===== config.mk =====
export PLATFORM = sky130hd
export DESIGN_NAME = buddy_memory_allocator
export DESIGN_NICKNAME = d
export VERILOG_FILES = /design/src/hw/rtl/bma_pkg.sv /design/src/hw/rtl/bma_row_unit.sv /design/src/hw/rtl/buddy_memory_allocator.sv
export SDC_FILE = /design/constraint.sdc
export NUM_CORES = 1
export LEC_CHECK = 0
export BUFFER_PORTS_ARGS = -buffer_cell sky130_fd_sc_hd__buf_2
export CAP_MARGIN = 25
export CORE_MARGIN = 2
export CORE_UTILIZATION = 50
export CTS_CLUSTER_DIAMETER = 50
export DETAILED_ROUTE_END_ITERATION = 8
export GPL_ROUTABILITY_DRIVEN = 0
export GPL_TIMING_DRIVEN = 0
export PLACE_DENSITY = 0.78
export REMOVE_ABC_BUFFERS = 1
export SLEW_MARGIN = 5
export SYNTH_ARGS = -nofsm -noshare
export SYNTH_HDL_FRONTEND = slang
export SYNTH_SLANG_ARGS = --single-unit

===== constraint.sdc =====
create_clock -name i_clk -period 5.9 [get_ports i_clk]
set_input_delay 0.295 -clock i_clk [delete_from_list [all_inputs] [get_ports i_clk]]
set_output_delay 0.295 -clock i_clk [all_outputs]
set_load 0.02 [all_outputs]

===== src/hw/rtl/bma_pkg.sv =====
// ----------------------------------------------------------------------------
// Buddy memory allocator package
// Shared constants, operation and status codes, and the status struct that
// the row search unit hands back to the sequencer.
// ----------------------------------------------------------------------------
package bma_pkg;

    // Default geometry of the managed region.
    localparam int REGION_BYTES    = 1024;
    localparam int MIN_BLOCK_BYTES = 8;
    localparam int TREE_LEVELS     = 8;

    // Largest number of occupancy bits held in one row of the occupancy store.
    localparam int ROW_UNITS_MAX = 8;

    typedef enum logic {
        OP_ALLOC = 1'b0,
        OP_FREE  = 1'b1
    } t_op;

    localparam logic [1:0] ST_OK      = 2'd0;
    localparam logic [1:0] ST_NOSPACE = 2'd1;
    localparam logic [1:0] ST_BADFREE = 2'd2;

    // Result of examining one occupancy row.
    typedef struct packed {
        logic found;     // a free aligned block ends in this row
        logic grp_free;  // every row of the current group so far is empty
    } t_row_stat;

endpackage


===== src/hw/rtl/bma_row_unit.sv =====
// ----------------------------------------------------------------------------
// Buddy allocator row unit
// Examines one occupancy row per cycle: finds the lowest free aligned block
// inside the row, tracks emptiness across rows for blocks that span several
// rows, and builds the bit mask of the units of a block that fall in the row.
// ----------------------------------------------------------------------------
module bma_row_unit #(
    parameter int ROW_W  = 8,
    parameter int RIDX_W = 4,
    parameter int CNT_W  = 8
) (
    input  logic [ROW_W-1:0]     i_row_data,
    input  logic [RIDX_W-1:0]    i_row_idx,
    input  logic [CNT_W-1:0]     i_first,
    input  logic [CNT_W-1:0]     i_n,
    input  logic                 i_grp_free,
    output bma_pkg::t_row_stat   o_stat,
    output logic [CNT_W-1:0]     o_unit,
    output logic [ROW_W-1:0]     o_mask
);

    localparam int RB_W  = $clog2(ROW_W);
    localparam int SUM_W = CNT_W + 1;

    logic [CNT_W-1:0]  v_base;
    logic [SUM_W-1:0]  v_end;
    logic [SUM_W-1:0]  v_u;
    logic [ROW_W-1:0]  v_win;
    logic              v_hit;
    logic [CNT_W-1:0]  v_pos;
    logic              v_big;
    logic [RIDX_W-1:0] v_rmask;
    logic              v_gstart;
    logic              v_gend;
    logic              v_acc;

    always_comb begin
        v_base = CNT_W'(i_row_idx) << RB_W;
        v_end  = {1'b0, i_first} + {1'b0, i_n};
        v_win  = '0;
        v_u    = '0;
        v_hit  = 1'b0;
        v_pos  = '0;

        // Units of the block [first, first + n) that lie in this row.
        for (int j = 0; j < ROW_W; j++) begin
            v_u       = {1'b0, v_base + CNT_W'(j)};
            o_mask[j] = (v_u >= {1'b0, i_first}) && (v_u < v_end);
        end

        // Blocks no larger than a row: try every aligned offset, lowest first.
        for (int j = 0; j < ROW_W; j++) begin
            if (((CNT_W'(j) & (i_n - CNT_W'(1))) == '0) &&
                ((SUM_W'(j) + {1'b0, i_n}) <= SUM_W'(ROW_W))) begin
                for (int i = 0; i < ROW_W; i++) begin
                    v_win[i] = (i >= j) && (SUM_W'(i) < (SUM_W'(j) + {1'b0, i_n}));
                end
                if (!v_hit && ((i_row_data & v_win) == '0)) begin
                    v_hit = 1'b1;
                    v_pos = CNT_W'(j);
                end
            end
        end

        // Blocks larger than a row cover an aligned group of whole rows.
        v_big    = {1'b0, i_n} > SUM_W'(ROW_W);
        v_rmask  = RIDX_W'((i_n >> RB_W) - CNT_W'(1));
        v_gstart = (i_row_idx & v_rmask) == '0;
        v_gend   = (i_row_idx & v_rmask) == v_rmask;
        v_acc    = (v_gstart || i_grp_free) && (i_row_data == '0);

        o_stat.grp_free = v_acc;
        o_stat.found    = v_big ? (v_acc && v_gend) : v_hit;
        o_unit          = v_big ? (CNT_W'(i_row_idx & ~v_rmask) << RB_W) : (v_base + v_pos);
    end

endmodule


===== src/hw/rtl/buddy_memory_allocator.sv =====
// ----------------------------------------------------------------------------
// Buddy memory allocator
// Allocates and frees aligned power-of-two blocks of a byte region, keeping
// one occupancy bit per minimum-size unit.
// ----------------------------------------------------------------------------
// Usage: a request arrives on the input channel (i_in_valid / o_in_ready) as
// an opcode plus either an amount (allocate) or a block's first and last byte
// (free). Each request produces exactly one result transfer on the output
// channel (o_out_valid / i_out_ready): a status code and, for a successful
// allocate, the block's start address.
// The block works on one request at a time. An allocate is decoded, then
// the occupancy rows (16 rows by default) are scanned in order until a
// fitting block is found, then each row the block covers is marked, and
// finally the result is posted. A valid free skips the scan; a rejected
// request goes straight to posting its result.
// The row scan, one row per cycle through a single row unit, sets the rate.
// The result sits in an output register, so the next request is taken while
// an earlier result still waits; if the receiver stalls for longer, the
// sequencer holds the finished result until the output register frees.
// Reset (synchronous, active low) marks every unit free and empties the
// output register; the block is ready in the first cycle after reset.
// ----------------------------------------------------------------------------
module buddy_memory_allocator #(
    parameter int REGION_BYTES    = bma_pkg::REGION_BYTES,
    parameter int MIN_BLOCK_BYTES = bma_pkg::MIN_BLOCK_BYTES,
    parameter int TREE_LEVELS     = bma_pkg::TREE_LEVELS
) (
    input  logic                             i_clk,
    input  logic                             i_rst_n,
    input  logic                             i_in_valid,
    output logic                             o_in_ready,
    input  logic                             i_opcode,
    input  logic [$clog2(REGION_BYTES):0]    i_amount,
    input  logic [$clog2(REGION_BYTES)-1:0]  i_block_start,
    input  logic [$clog2(REGION_BYTES)-1:0]  i_block_end,
    output logic                             o_out_valid,
    input  logic                             i_out_ready,
    output logic [1:0]                       o_out_status,
    output logic [$clog2(REGION_BYTES)-1:0]  o_out_begin_address
);

    localparam int ADDR_W    = $clog2(REGION_BYTES);
    localparam int AMT_W     = ADDR_W + 1;
    localparam int MIN_W     = $clog2(MIN_BLOCK_BYTES);
    localparam int UNITS     = REGION_BYTES / MIN_BLOCK_BYTES;
    localparam int ROW_W     = (UNITS < bma_pkg::ROW_UNITS_MAX) ? UNITS
                                                                : bma_pkg::ROW_UNITS_MAX;
    localparam int ROWS      = UNITS / ROW_W;
    localparam int RB_W      = $clog2(ROW_W);
    localparam int RIDX_W    = (ROWS > 1) ? $clog2(ROWS) : 1;
    localparam int CNT_W     = $clog2(UNITS) + 1;
    localparam int MAX_BLOCK = MIN_BLOCK_BYTES << (TREE_LEVELS - 1);

    typedef enum logic [3:0] {
        S_IDLE = 4'b0001,
        S_SCAN = 4'b0010,
        S_FILL = 4'b0100,
        S_DONE = 4'b1000
    } t_state;

    // Sequencer and request registers.
    t_state            r_state, n_state;
    bma_pkg::t_op      r_op, n_op;
    logic [CNT_W-1:0]  r_n, n_n;
    logic [CNT_W-1:0]  r_first, n_first;
    logic [RIDX_W-1:0] r_row, n_row;
    logic              r_grp_free, n_grp_free;
    logic [1:0]        r_res_status, n_res_status;
    logic [ADDR_W-1:0] r_res_begin, n_res_begin;

    // Output register.
    logic              r_out_valid, n_out_valid;
    logic [1:0]        r_out_status, n_out_status;
    logic [ADDR_W-1:0] r_out_begin, n_out_begin;

    // Occupancy store, one row of ROW_W unit bits per entry.
    logic [ROW_W-1:0]  r_used [ROWS];
    logic [ROW_W-1:0]  row_data;
    logic [ROW_W-1:0]  n_row_data;
    logic              used_we;

    // Allocate decode.
    logic              fit_hit;
    logic [31:0]       fit_size;
    logic              alloc_ok;
    logic [CNT_W-1:0]  alloc_n;

    // Free decode.
    logic [AMT_W-1:0]  f_len;
    logic [AMT_W-1:0]  f_len_m1;
    logic              free_ok;
    logic [CNT_W-1:0]  free_n;
    logic [CNT_W-1:0]  free_first;

    // Row unit.
    bma_pkg::t_row_stat row_stat;
    logic [CNT_W-1:0]   row_unit;
    logic [ROW_W-1:0]   row_mask;
    logic [CNT_W:0]     fill_end;
    logic [RIDX_W-1:0]  fill_last_row;

    // Round the amount up to the smallest legal block size. Each level is an
    // independent compare against a constant; the lowest hit wins.
    always_comb begin
        fit_hit  = 1'b0;
        fit_size = '0;
        for (int k = 0; k < TREE_LEVELS; k++) begin
            if (!fit_hit && (32'(i_amount) <= (32'(MIN_BLOCK_BYTES) << k))) begin
                fit_hit  = 1'b1;
                fit_size = 32'(MIN_BLOCK_BYTES) << k;
            end
        end
        alloc_ok = fit_hit && (fit_size <= 32'(REGION_BYTES));
        alloc_n  = CNT_W'(fit_size >> MIN_W);
    end

    // A free must name an aligned block of a legal power-of-two length that
    // stays inside the region.
    always_comb begin
        f_len      = {1'b0, i_block_end} - {1'b0, i_block_start} + AMT_W'(1);
        f_len_m1   = f_len - AMT_W'(1);
        free_ok    = (i_block_end >= i_block_start) &&
                     ((f_len & f_len_m1) == '0) &&
                     (32'(f_len) >= 32'(MIN_BLOCK_BYTES)) &&
                     (32'(f_len) <= 32'(MAX_BLOCK)) &&
                     ((i_block_start & f_len_m1[ADDR_W-1:0]) == '0) &&
                     ((32'(i_block_start) + 32'(f_len)) <= 32'(REGION_BYTES));
        free_n     = CNT_W'(f_len >> MIN_W);
        free_first = CNT_W'(i_block_start >> MIN_W);
    end

    assign row_data = r_used[r_row];

    bma_row_unit #(
        .ROW_W  (ROW_W),
        .RIDX_W (RIDX_W),
        .CNT_W  (CNT_W)
    ) u_row_unit (
        .i_row_data (row_data),
        .i_row_idx  (r_row),
        .i_first    (r_first),
        .i_n        (r_n),
        .i_grp_free (r_grp_free),
        .o_stat     (row_stat),
        .o_unit     (row_unit),
        .o_mask     (row_mask)
    );

    // Last row touched by the block being marked or cleared.
    assign fill_end      = {1'b0, r_first} + {1'b0, r_n} - (CNT_W + 1)'(1);
    assign fill_last_row = RIDX_W'(fill_end >> RB_W);

    assign n_row_data = (r_op == bma_pkg::OP_ALLOC) ? (row_data | row_mask)
                                                    : (row_data & ~row_mask);

    always_comb begin
        n_state      = r_state;
        n_op         = r_op;
        n_n          = r_n;
        n_first      = r_first;
        n_row        = r_row;
        n_grp_free   = r_grp_free;
        n_res_status = r_res_status;
        n_res_begin  = r_res_begin;
        n_out_valid  = r_out_valid;
        n_out_status = r_out_status;
        n_out_begin  = r_out_begin;
        used_we      = 1'b0;

        if (r_out_valid && i_out_ready) begin
            n_out_valid = 1'b0;
        end

        case (r_state)
            S_IDLE: begin
                if (i_in_valid) begin
                    n_op = bma_pkg::t_op'(i_opcode);
                    if (i_opcode == bma_pkg::OP_ALLOC) begin
                        if (alloc_ok) begin
                            n_n        = alloc_n;
                            n_row      = '0;
                            n_grp_free = 1'b1;
                            n_state    = S_SCAN;
                        end else begin
                            n_res_status = bma_pkg::ST_NOSPACE;
                            n_res_begin  = '0;
                            n_state      = S_DONE;
                        end
                    end else begin
                        if (free_ok) begin
                            n_n     = free_n;
                            n_first = free_first;
                            n_row   = RIDX_W'(free_first >> RB_W);
                            n_state = S_FILL;
                        end else begin
                            n_res_status = bma_pkg::ST_BADFREE;
                            n_res_begin  = '0;
                            n_state      = S_DONE;
                        end
                    end
                end
            end
            S_SCAN: begin
                // Rows are visited in address order, so the first hit is the
                // lowest-address free block.
                n_grp_free = row_stat.grp_free;
                if (row_stat.found) begin
                    n_first = row_unit;
                    n_row   = RIDX_W'(row_unit >> RB_W);
                    n_state = S_FILL;
                end else if (r_row == RIDX_W'(ROWS - 1)) begin
                    n_res_status = bma_pkg::ST_NOSPACE;
                    n_res_begin  = '0;
                    n_state      = S_DONE;
                end else begin
                    n_row = RIDX_W'(r_row + 1'b1);
                end
            end
            S_FILL: begin
                used_we = 1'b1;
                if (r_row == fill_last_row) begin
                    n_res_status = bma_pkg::ST_OK;
                    n_res_begin  = (r_op == bma_pkg::OP_ALLOC) ? (ADDR_W'(r_first) << MIN_W)
                                                               : '0;
                    n_state      = S_DONE;
                end else begin
                    n_row = RIDX_W'(r_row + 1'b1);
                end
            end
            S_DONE: begin
                if (!r_out_valid || i_out_ready) begin
                    n_out_valid  = 1'b1;
                    n_out_status = r_res_status;
                    n_out_begin  = r_res_begin;
                    n_state      = S_IDLE;
                end
            end
            default: begin
                n_state = S_IDLE;
            end
        endcase
    end

    always_ff @(posedge i_clk) begin
        if (!i_rst_n) begin
            r_state     <= S_IDLE;
            r_out_valid <= 1'b0;
        end else begin
            r_state     <= n_state;
            r_out_valid <= n_out_valid;
        end
    end

    always_ff @(posedge i_clk) begin
        r_op         <= n_op;
        r_n          <= n_n;
        r_first      <= n_first;
        r_row        <= n_row;
        r_grp_free   <= n_grp_free;
        r_res_status <= n_res_status;
        r_res_begin  <= n_res_begin;
        r_out_status <= n_out_status;
        r_out_begin  <= n_out_begin;
    end

    always_ff @(posedge i_clk) begin
        if (!i_rst_n) begin
            for (int r = 0; r < ROWS; r++) begin
                r_used[r] <= '0;
            end
        end else if (used_we) begin
            r_used[r_row] <= n_row_data;
        end
    end

    assign o_in_ready          = (r_state == S_IDLE);
    assign o_out_valid         = r_out_valid;
    assign o_out_status        = r_out_status;
    assign o_out_begin_address = r_out_begin;

    // A taken request keeps the sequencer busy, so it is not ready in the next cycle.
    a_busy_after_accept: assert property (@(posedge i_clk) disable iff (!i_rst_n)
        (i_in_valid && o_in_ready) |=> !o_in_ready)
        else $error("allocator ready in the cycle after taking a request");

    // Failed requests never report an address.
    a_fail_no_addr: assert property (@(posedge i_clk) disable iff (!i_rst_n)
        (o_out_valid && (o_out_status != bma_pkg::ST_OK)) |-> (o_out_begin_address == '0))
        else $error("failed request reports a nonzero address");

    // Marking or clearing walks the rows strictly upward, one per cycle.
    a_fill_walk: assert property (@(posedge i_clk) disable iff (!i_rst_n)
        ((r_state == S_FILL) && ($past(r_state) == S_FILL)) |->
            (r_row == RIDX_W'($past(r_row) + 1'b1)))
        else $error("fill pass skipped or repeated a row");

    // Only allocations search the occupancy store.
    a_scan_alloc: assert property (@(posedge i_clk) disable iff (!i_rst_n)
        (r_state == S_SCAN) |-> (r_op == bma_pkg::OP_ALLOC))
        else $error("scan started for a free request");

endmodule

# After elaboration in Yosys (flattened, before gate mapping)

Memory sizes are Yosys's and may differ from the RTL's. A register that Yosys moved wholly into a read port is not among the register bits.
Cells that the tools add are included.

$lt $le $gt $ge: 74
$add $sub $neg: 24
Equal/unequal tests: 25
Shift-type cells: 0
Bitwise logic cells: 16
Div/mod/pow operators: 0
Reductions and logical operators: 86
Multipliers: 0
Mux-type cells: 107

Operators with widths:

| kind                   | count |
|---|---|
| $lt A3 B9 Y1 const A   | 22 |
| $mux W8                | 23 |
| $logic_not A8 Y1       | 16 |
| $mux W32               | 3 |
| $mux W10               | 8 |
| $and A8 B8 Y8          | 9 |
| $mux W4                | 18 |
| $le A9 B4 Y1 const B   | 7 |
| $lt A8 B9 Y1           | 7 |
| $ge A8 B8 Y1           | 7 |
| $lt A2 B9 Y1 const A   | 5 |
| $mux W1                | 39 |
| $logic_and A1 B1 Y1    | 38 |
| $add A3 B8 Y9 const A  | 4 |
| $add A7 B3 Y8 const B  | 4 |
| $le A32 B11 Y1 const B | 1 |
| $lt A3 B8 Y1 const A   | 4 |
| $pmux W10 S3           | 1 |
| $le A11 B11 Y1 const B | 2 |
| $add A2 B8 Y9 const A  | 2 |
| $add A7 B2 Y8 const B  | 2 |
| $lt A1 B8 Y1 const A   | 2 |
| $lt A2 B8 Y1 const A   | 2 |
| $ne A2 B2 Y1 const B   | 8 |
| other kinds (65)       | 98 |

Bits in latches: 0
Memories: 1
Output and inout bits: 14
Bits of input ports: 36
Bits in read-only memories: 0
Register bits: 51
RAM bits: 128
Word-level logic and storage cells: 344

Memories:

| memory | words | width | read ports | clocked after memory_dff | write ports | line                         | RTL |
|---|---|---|---|---|---|---|---|
| r_used | 16    | 8     | 1          | 1                        | 16          | buddy_memory_allocator.sv:77 | `logic [ROW_W-1:0] r_used [ROWS];` |

# Logic depth before layout (Yosys ltp)

Gate-level depths: netlist of run 1.

Depth in word-level cells: 38
Depth in mapped cells: 21
Depth with buffers taken out: 21

# Hierarchy

A second synthesis of run 1 with hierarchy kept.

Cell total of the unflattened synthesis: 1,147
Area, all modules: 12,092.8 sq um

By module, submodules not included:

| module                 | seq. area each (sq um) | instances | cells an instance | area each (sq um) |
|---|---|---|---|---|
| buddy_memory_allocator | 5,225.0                | 1         | 831               | 9,845.7 |
| bma_row_unit           | 0.0                    | 1         | 316               | 2,247.2 |

# Worst setup path after synthesis of run 1

OpenSTA, ideal clock, no wires.

Kind: input port to flip-flop
Start point: input port i_block_start[1]
End point: register r_res_begin[3] (enable)
Stages on the path: 20
Path slack: 0.523 ns
Data arrival time: 4.975 ns
Path buffers: 0
Library setup time: 0.402 ns
Data required time: 5.498 ns
Cell sequence: inv_1 -> ha_1 -> inv_1 -> ha_1 -> fa_1 -> nor2b_1 -> o21a_1 -> o21a_1 -> or4_1 -> or3_1 -> or3_1 -> ha_1 -> o22ai_1 -> o21bai_1 -> nor4_1 -> o311ai_0 -> nor4_1 -> nor2_1 -> a21oi_1 -> nor4_1

Longest elaborated chain between the ends: 12
Elaborated cells on any way between the ends: 19
Classes of those cells: 4 x add/sub; 4 x order compare; 1 x eq/ne; 2 x bitwise; 8 x reduce/logical

RTL lines:

| element                                                  | line                          | RTL |
|---|---|---|
| from (decl)                                              | buddy_memory_allocator.sv:34  | `input logic [$clog2(REGION_BYTES)-1:0] i_block_start,` |
| branches (longest 9 deep; another with $add A10 B11 Y12) | n/a                           |  |
| $logic_and A1 B1 Y1 *                                    | buddy_memory_allocator.sv:126 | `((i_block_start & f_len_m1[ADDR_W-1:0]) == '0) &&` |
| $ne A3 B3 Y1 (no line) *                                 | n/a                           |  |
| $reduce_and A7 Y1 (no line) *                            | n/a                           |  |
| to (signal assigned)                                     | buddy_memory_allocator.sv:261 | `r_res_begin <= n_res_begin;` |
| to (decl)                                                | buddy_memory_allocator.sv:69  | `logic [ADDR_W-1:0] r_res_begin, n_res_begin;` |

Every way passes the cells marked *.
A chain may end at the register's enable or synchronous reset.

# Worst setup path in the final report of run 1

Start point: input port i_block_start[1]
End point: register r_n[0] (enable)

Longest elaborated chain between the ends: 12
Elaborated cells on any way between the ends: 19
Classes of those cells: 4 x add/sub; 4 x order compare; 1 x eq/ne; 2 x bitwise; 8 x reduce/logical

RTL lines:

| element                                                  | line                          | RTL |
|---|---|---|
| branches (longest 9 deep; another with $add A10 B11 Y12) | n/a                           |  |
| $logic_and A1 B1 Y1 *                                    | buddy_memory_allocator.sv:126 |  |
| $ne A2 B1 Y1 (no line) *                                 | n/a                           |  |
| $reduce_and A4 Y1 (no line) *                            | n/a                           |  |
| to (signal assigned)                                     | buddy_memory_allocator.sv:256 | `r_n <= n_n;` |
| to (decl)                                                | buddy_memory_allocator.sv:64  | `logic [CNT_W-1:0] r_n, n_n;` |

Marked as above.

==> impl_metrics.ini, run 1 <==
[status]
status = complete, no violations

[global_route]
grt_max_degree = 26
grt_pass1_wl_mm = 48.35
grt_pass1_vias = 9227
grt-ovfl-total = 0
antenna_found_initial = 0
grt.total_usage_pct = 24.24

[hold_path]
hold_depth = 3
hp-class = in2reg

[final_layout]
finalNetCount = 1330
fill_cells = 2011
antenna_cells = 0
area_growth_pct = 8.905
fin_util_pct = 55.51
drive_above_1_share_pct = 12.08

[die]
dieArea_sq_um = 25250
die_w_um = 158.9
coreArea_sq_um = 23540
io_pins = 50
row_count = 56
die_h_um = 158.9
initial_utilization_pct = 50.97

[routing]
drtIter0Drc = 1022
antenna_left = 0
dr.pass1.iters = 8
wl_per_cell_um = 20.00
wirelength_mm = 30.72
num_vias = 9576
drcViolationCount = 0
viasPerCell = 6.234

[timing]
worst_pin_slew_ps = 1059
hold_violations = 0
fin_tns_setup_ps = 0
fin_crit_sh_pct = 92.86
slew_viol_final = 0
setup_viol = 0
max-slew-margin-rel_pct = 29.22
fin_hold_ws_ps = 182.4
rsz0062_at_grt = false
max_freq_mhz = 182.5
skew_ps = 17.16
finalCriticalPeriod_ps = 5479
finalWorstSetupSlack_ps = 421.0

[synth]
synth_cells = 1183
syn_avg_cell_area_sq_um = 10.14
synth_area_sq_um = 12000
synth_warnings = 0
ys.flop_type = edfxtp_1
synth_edf_count = 167
synth_seq_area_share_pct = 43.30
ys_seq_elements = 176
async_flop_share_pct = 0
synth_cell_types = 86

[worst_setup_path]
critPathSlowestCell = nor2_1
path_cells = buf_2 -> inv_1 -> ha_1 -> inv_1 -> ha_1 -> fa_1 -> nor2b_1 -> o21a_1 -> o21a_1 -> or4_1 -> or3_1 -> or3_1 -> ha_1 -> o22ai_1 -> o21bai_1 -> nor4_1 -> o311ai_0 -> nor4_1 -> nor2_1 -> nor2_1
cp-end-kind = register
crit_type = in2reg
required_ps = 5960
rr_worst_depth = 15
worst_ep_arrival_time_ps = 5540
critPathMaxFanout = 8
startpoint_type = input port
reg2reg_setup_slack_ps = 940
slowest_delay_ps = 550
cpMostUsedCell = ha_1

[cts]
cts_tree = yes
clockRootBuffer = clkbuf_16
clockBufferDepth = 2
cts-resized-gates = 0
postCtsSetupBuffers = 0
clk_latency_ps = 440
cts_buffers = 17
htreeDepth = 4
cts_sinks = 176
postCtsHoldBufs = 0
clk_pin_slew_ps = 70

[pwr]
peakVddDrop_uv = 324.6
p_leak_nw = 5.065
power_density_nw_per_um2 = 428.8

[placed_design]
preCtsSetupSlack_ps = 25.74
port-buffer-count = 46
hpwl_mm = 22.09

[flow_run]
drv_cap = 0
==> layer usage <==
metal / global-route usage, % / vias up / share of wire (%)
li1: - / 4433 / -
met1: 31.09 / 4584 / 39
met2: 40.65 / 484 / 49
met3: 4.572 / 75 / 8.6
met4: 9.959 / 0 / 3.2
met5: 0 / - / 0
==> cell type report <==
class,count,area (sq um),area share (%)
Multi-Input combinational cell,893,6374,48.77
Sequential cell,176,5197,39.77
Clock buffer,17,425.4,3.255
Tap cell,319,399.1,3.054
Timing Repair Buffer,51,284.0,2.173
Inverter,65,244.0,1.867
Clock inverter,15,143.9,1.101
==> cells in the final DEF (no fill, tap or decap), types with 8 or more instances in the layout <==
| cell type | count |
|---|---|
| nor2_1 | 187 |
| edfxtp_1 | 167 |
| nand2_1 | 89 |
| ha_1 | 83 |
| inv_1 | 64 |
| a21oi_1 | 50 |
| buf_2 | 46 |
| o21ai_0 | 45 |
| nand3_1 | 29 |
| mux4_2 | 27 |
| nor3_1 | 23 |
| mux2i_1 | 23 |
| xnor2_1 | 20 |
| nor2b_1 | 19 |
| clkbuf_16 | 17 |
| a21o_1 | 16 |
| or3_1 | 15 |
| and3_1 | 15 |
| nand2b_1 | 14 |
| o21a_1 | 14 |
| a22oi_1 | 14 |
| nand4_1 | 14 |
| a211oi_1 | 13 |
| xor2_1 | 13 |
| a31oi_1 | 11 |
| and2_1 | 9 |
| o211ai_1 | 8 |
| o22ai_1 | 8 |
==> synthesized netlist by cell type, types with 4 or more instances <==
| cell | instances | area share [%] |
|---|---|---|
| a22oi_1 | 14 | 0.88 |
| and3_1 | 15 | 0.78 |
| nand4_1 | 14 | 0.73 |
| mux4_2 | 27 | 5.1 |
| nor2b_1 | 19 | 0.99 |
| nor4_1 | 7 | 0.36 |
| a221oi_1 | 4 | 0.29 |
| nor3b_1 | 5 | 0.31 |
| mux2_2 | 7 | 0.66 |
| dfxtp_1 | 9 | 1.5 |
| clkbuf_1 | 37 | 1.2 |
| o21bai_1 | 5 | 0.31 |
| or4_1 | 4 | 0.25 |
| or2_2 | 4 | 0.21 |
| ha_1 | 83 | 8.7 |
| o31ai_1 | 7 | 0.44 |
| or3_1 | 15 | 0.78 |
| xnor2_1 | 20 | 1.5 |
| xor2_1 | 13 | 0.95 |
| edfxtp_1 | 167 | 42 |
| buf_4 | 4 | 0.25 |
| inv_1 | 64 | 2.0 |
| mux2i_1 | 24 | 2.0 |
| buf_2 | 5 | 0.21 |
| nand2_1 | 89 | 2.8 |
| a211oi_1 | 13 | 0.81 |
| o211ai_1 | 8 | 0.50 |
| o21ai_0 | 45 | 1.9 |
| nand2b_1 | 14 | 0.73 |
| nor2_1 | 187 | 5.8 |
| fa_1 | 7 | 1.2 |
| a31oi_1 | 11 | 0.57 |
| a21oi_1 | 51 | 2.1 |
| nand3_1 | 29 | 1.2 |
| nand3b_1 | 7 | 0.44 |
| o21a_1 | 14 | 0.88 |
| a2111oi_0 | 5 | 0.36 |
| a21o_1 | 16 | 1.0 |
| o22ai_1 | 8 | 0.42 |
| a21boi_0 | 4 | 0.25 |
| nor3_1 | 23 | 0.96 |
| and2_1 | 9 | 0.47 |
==> power breakdown <==
part	total, mW	internal, mW	switching, mW
sequential	1.82	1.54	0.278
clock	1.09	0.560	0.532
combinational	2.69	0.999	1.69
==> final timing paths <==
check / start / end
max: i_block_start[1] / r_n[0]
min: i_out_ready / o_out_valid
max reg2reg: r_n[0] / r_used[2][1]
min reg2reg: r_res_begin[9] / o_out_begin_address[9]
==> logic make-up after synthesis <==
kind of cell             Yosys count  synth area share (%)
AO/OA/AOI/OAI                    255                 14.87
XOR/XNOR                          34                 2.596
adder cells (fa/ha/maj)           90                 9.823
buffers and inverters            116                 3.931
flip-flops                       176                 43.30
multiplexers                      59                 7.821
other                              1               0.03125
AND/OR/NAND/NOR                  452                 17.63
==> critical path: cells and delay by family <==
kind | cells | cell delay, ps
simple gates | 8 | 2930
buf+inv | 3 | 270
compound gates | 5 | 790
fa+ha+maj | 4 | 1240
==> stage by stage <==
stage                     total power, mW  cell area, sq um  cells
final                               5.603             13070   1536
after floorplan                     3.590             11780   1134
after detailed placement            4.449             12490   1503
after CTS                           5.543             13060   1535
after global placement              4.330             12410   1499
after global routing                5.895             13070   1536
==> sequential cells by signal, summed over array words and instances, names as in the netlist, named ones only <==
name                 cells
r_grp_free               1
r_n                      8
r_res_status             2
r_state                  4
o_out_status             2
r_row                    4
r_res_begin              7
o_out_begin_address      7
r_used                 128
o_out_valid              1
r_op                     1
r_first                  7
Power figures use the tool's default switching activity.
==> run 2, diff against run 1 <==
--- a/config.mk
+++ b/config.mk
@@ -13,6 +13,7 @@
 export DETAILED_ROUTE_END_ITERATION = 8
 export GPL_ROUTABILITY_DRIVEN = 0
 export GPL_TIMING_DRIVEN = 0
+export MAX_ROUTING_LAYER = met4
 export PLACE_DENSITY = 0.78
 export REMOVE_ABC_BUFFERS = 1
 export SLEW_MARGIN = 5
==> run 2 against run 1 <==
Fmax barely moved. Via count grew 0.73%. Largest cell class unchanged. Sequential cell count is the same.
==> impl_metrics.ini, run 2 (synthesized netlist as in run 1, its figures left out) <==
[timing]
max_freq_mhz = 182.5
rsz0062_at_grt = false
worst_pin_slew_ps = 1024
max-slew-margin-rel_pct = 31.54
finalWorstSetupSlack_ps = 420.6
setup_viol = 0
finalCriticalPeriod_ps = 5479
hold_violations = 0
skew_ps = 14.84
fin_tns_setup_ps = 0
fin_hold_ws_ps = 176.9
slew_viol_final = 0
fin_crit_sh_pct = 92.87

[final_layout]
largestRegisters = r_used: 128 flops, r_n: 8 flops
multi_input_area_sq_um = 6374
antenna_cells = 0
finalNetCount = 1330
mostFrequentLayoutCells = nor2_1 (187), edfxtp_1 (167), nand2_1 (89), ha_1 (83), inv_1 (64)
regArea_sq_um = 5197
final_common_cell = nor2_1
top_register = r_used
final_cells = 1536
fill_cells = 2011
area_growth_pct = 8.905
design_area_sq_um = 13070
drive_above_1_share_pct = 12.08
largest_reg_flops = 128
fin_util_pct = 55.51

[placed_design]
preCtsSetupSlack_ps = 25.74
port-buffer-count = 46
dpl_cell_area_sq_um = 12490
dp.cells = 1503
hpwl_mm = 22.09

[flow_run]
drv_cap = 0

[worst_setup_path]
critPathSlowestCell = or4_1
cp-end-kind = register
startpoint_type = input port
cpLargestDelayFamily = simple AND/OR/NAND/NOR gates
cpMostUsedCell = ha_1
critPathMaxFanout = 8
path_buf_inv = 2
path_cells = buf_2 -> inv_1 -> ha_1 -> ha_1 -> a211o_1 -> a311oi_1 -> a211oi_1 -> or4_1 -> or3_1 -> or3_1 -> ha_1 -> o22ai_1 -> o21bai_1 -> nor4_1 -> o311ai_0 -> nor4_1 -> nor2_1 -> nor2_1
worst_ep_arrival_time_ps = 5550
slowest_delay_ps = 630
required_ps = 5970
crit_type = in2reg

[pwr]
total_power_mw = 5.609
p_sw_share_pct = 44.70
internal_power_mw = 3.102
p_sw_mw = 2.507
p_seq_share_pct = 32.5
p_clk_share_pct = 19.5
peakVddDrop_uv = 327.5
p_comb_share_pct = 48.0
power_density_nw_per_um2 = 429.2
p_leak_nw = 5.065

[die]
initial_utilization_pct = 50.97
io_pins = 50
row_count = 56
die_h_um = 158.9
coreArea_sq_um = 23540
dieArea_sq_um = 25250
die_w_um = 158.9

[routing]
drcViolationCount = 0
wl_per_cell_um = 19.96
viasPerCell = 6.280
drtIter0Drc = 1064
dr.pass1.iters = 6
num_vias = 9646
antenna_left = 0
wirelength_mm = 30.66

[global_route]
grt-ovfl-total = 0
antenna_found_initial = 0
grt_max_degree = 26
grt_pass1_vias = 9223
grt_pass1_wl_mm = 48.32
grt.total_usage_pct = 24.98

[status]
status = complete, no violations

[cts]
cts-resized-gates = 0
clk_pin_slew_ps = 70
cts_buffers = 17
clockRootBuffer = clkbuf_16
postCtsHoldBufs = 0
cts_sinks = 176
cts_tree = yes
htreeDepth = 4
postCtsSetupBuffers = 0
clk_latency_ps = 440
clockBufferDepth = 2

[hold_path]
hp-class = in2reg
## run 2: layer usage
layer	GRT usage (%)	share of wire [%]
met1	31.23	39
met2	40.57	49
met3	4.049	8.8
met4	10.58	3.2
met5	-	0
## run 2: cell type report
| type | count | area share (%) |
|---|---|---|
| Clock buffer | 17 | 3.255 |
| Clock inverter | 15 | 1.101 |
| Inverter | 65 | 1.867 |
| Multi-Input combinational cell | 893 | 48.77 |
| Sequential cell | 176 | 39.77 |
| Tap cell | 319 | 3.054 |
| Timing Repair Buffer | 51 | 2.173 |
## run 2: tightest hold or removal path, delay by kind of cell
family          cells  cell delay [ps]
compound gates      1               70
buf+inv             1               70
simple gates        1              120
## run 2: path summary, 6_finish.rpt
check,from,endpoint,slack (ps),cells past startpoint
min,i_out_ready,o_out_valid,180,3
max,i_block_start[2],r_n[7],420,18
min reg2reg,r_res_begin[9],o_out_begin_address[9],420,0
max reg2reg,r_n[0],r_used[2][1],920,15
## run 2: power by group through the flow
stage | Clock [mW] | Combinational, mW | Sequential, mW
global placement | 0 | 2.47 | 1.86
floorplan | 0 | 1.82 | 1.77
global route | 1.14 | 2.90 | 1.85
finish | 1.09 | 2.69 | 1.82
detailed placement | 0 | 2.60 | 1.85
CTS | 1.10 | 2.63 | 1.82
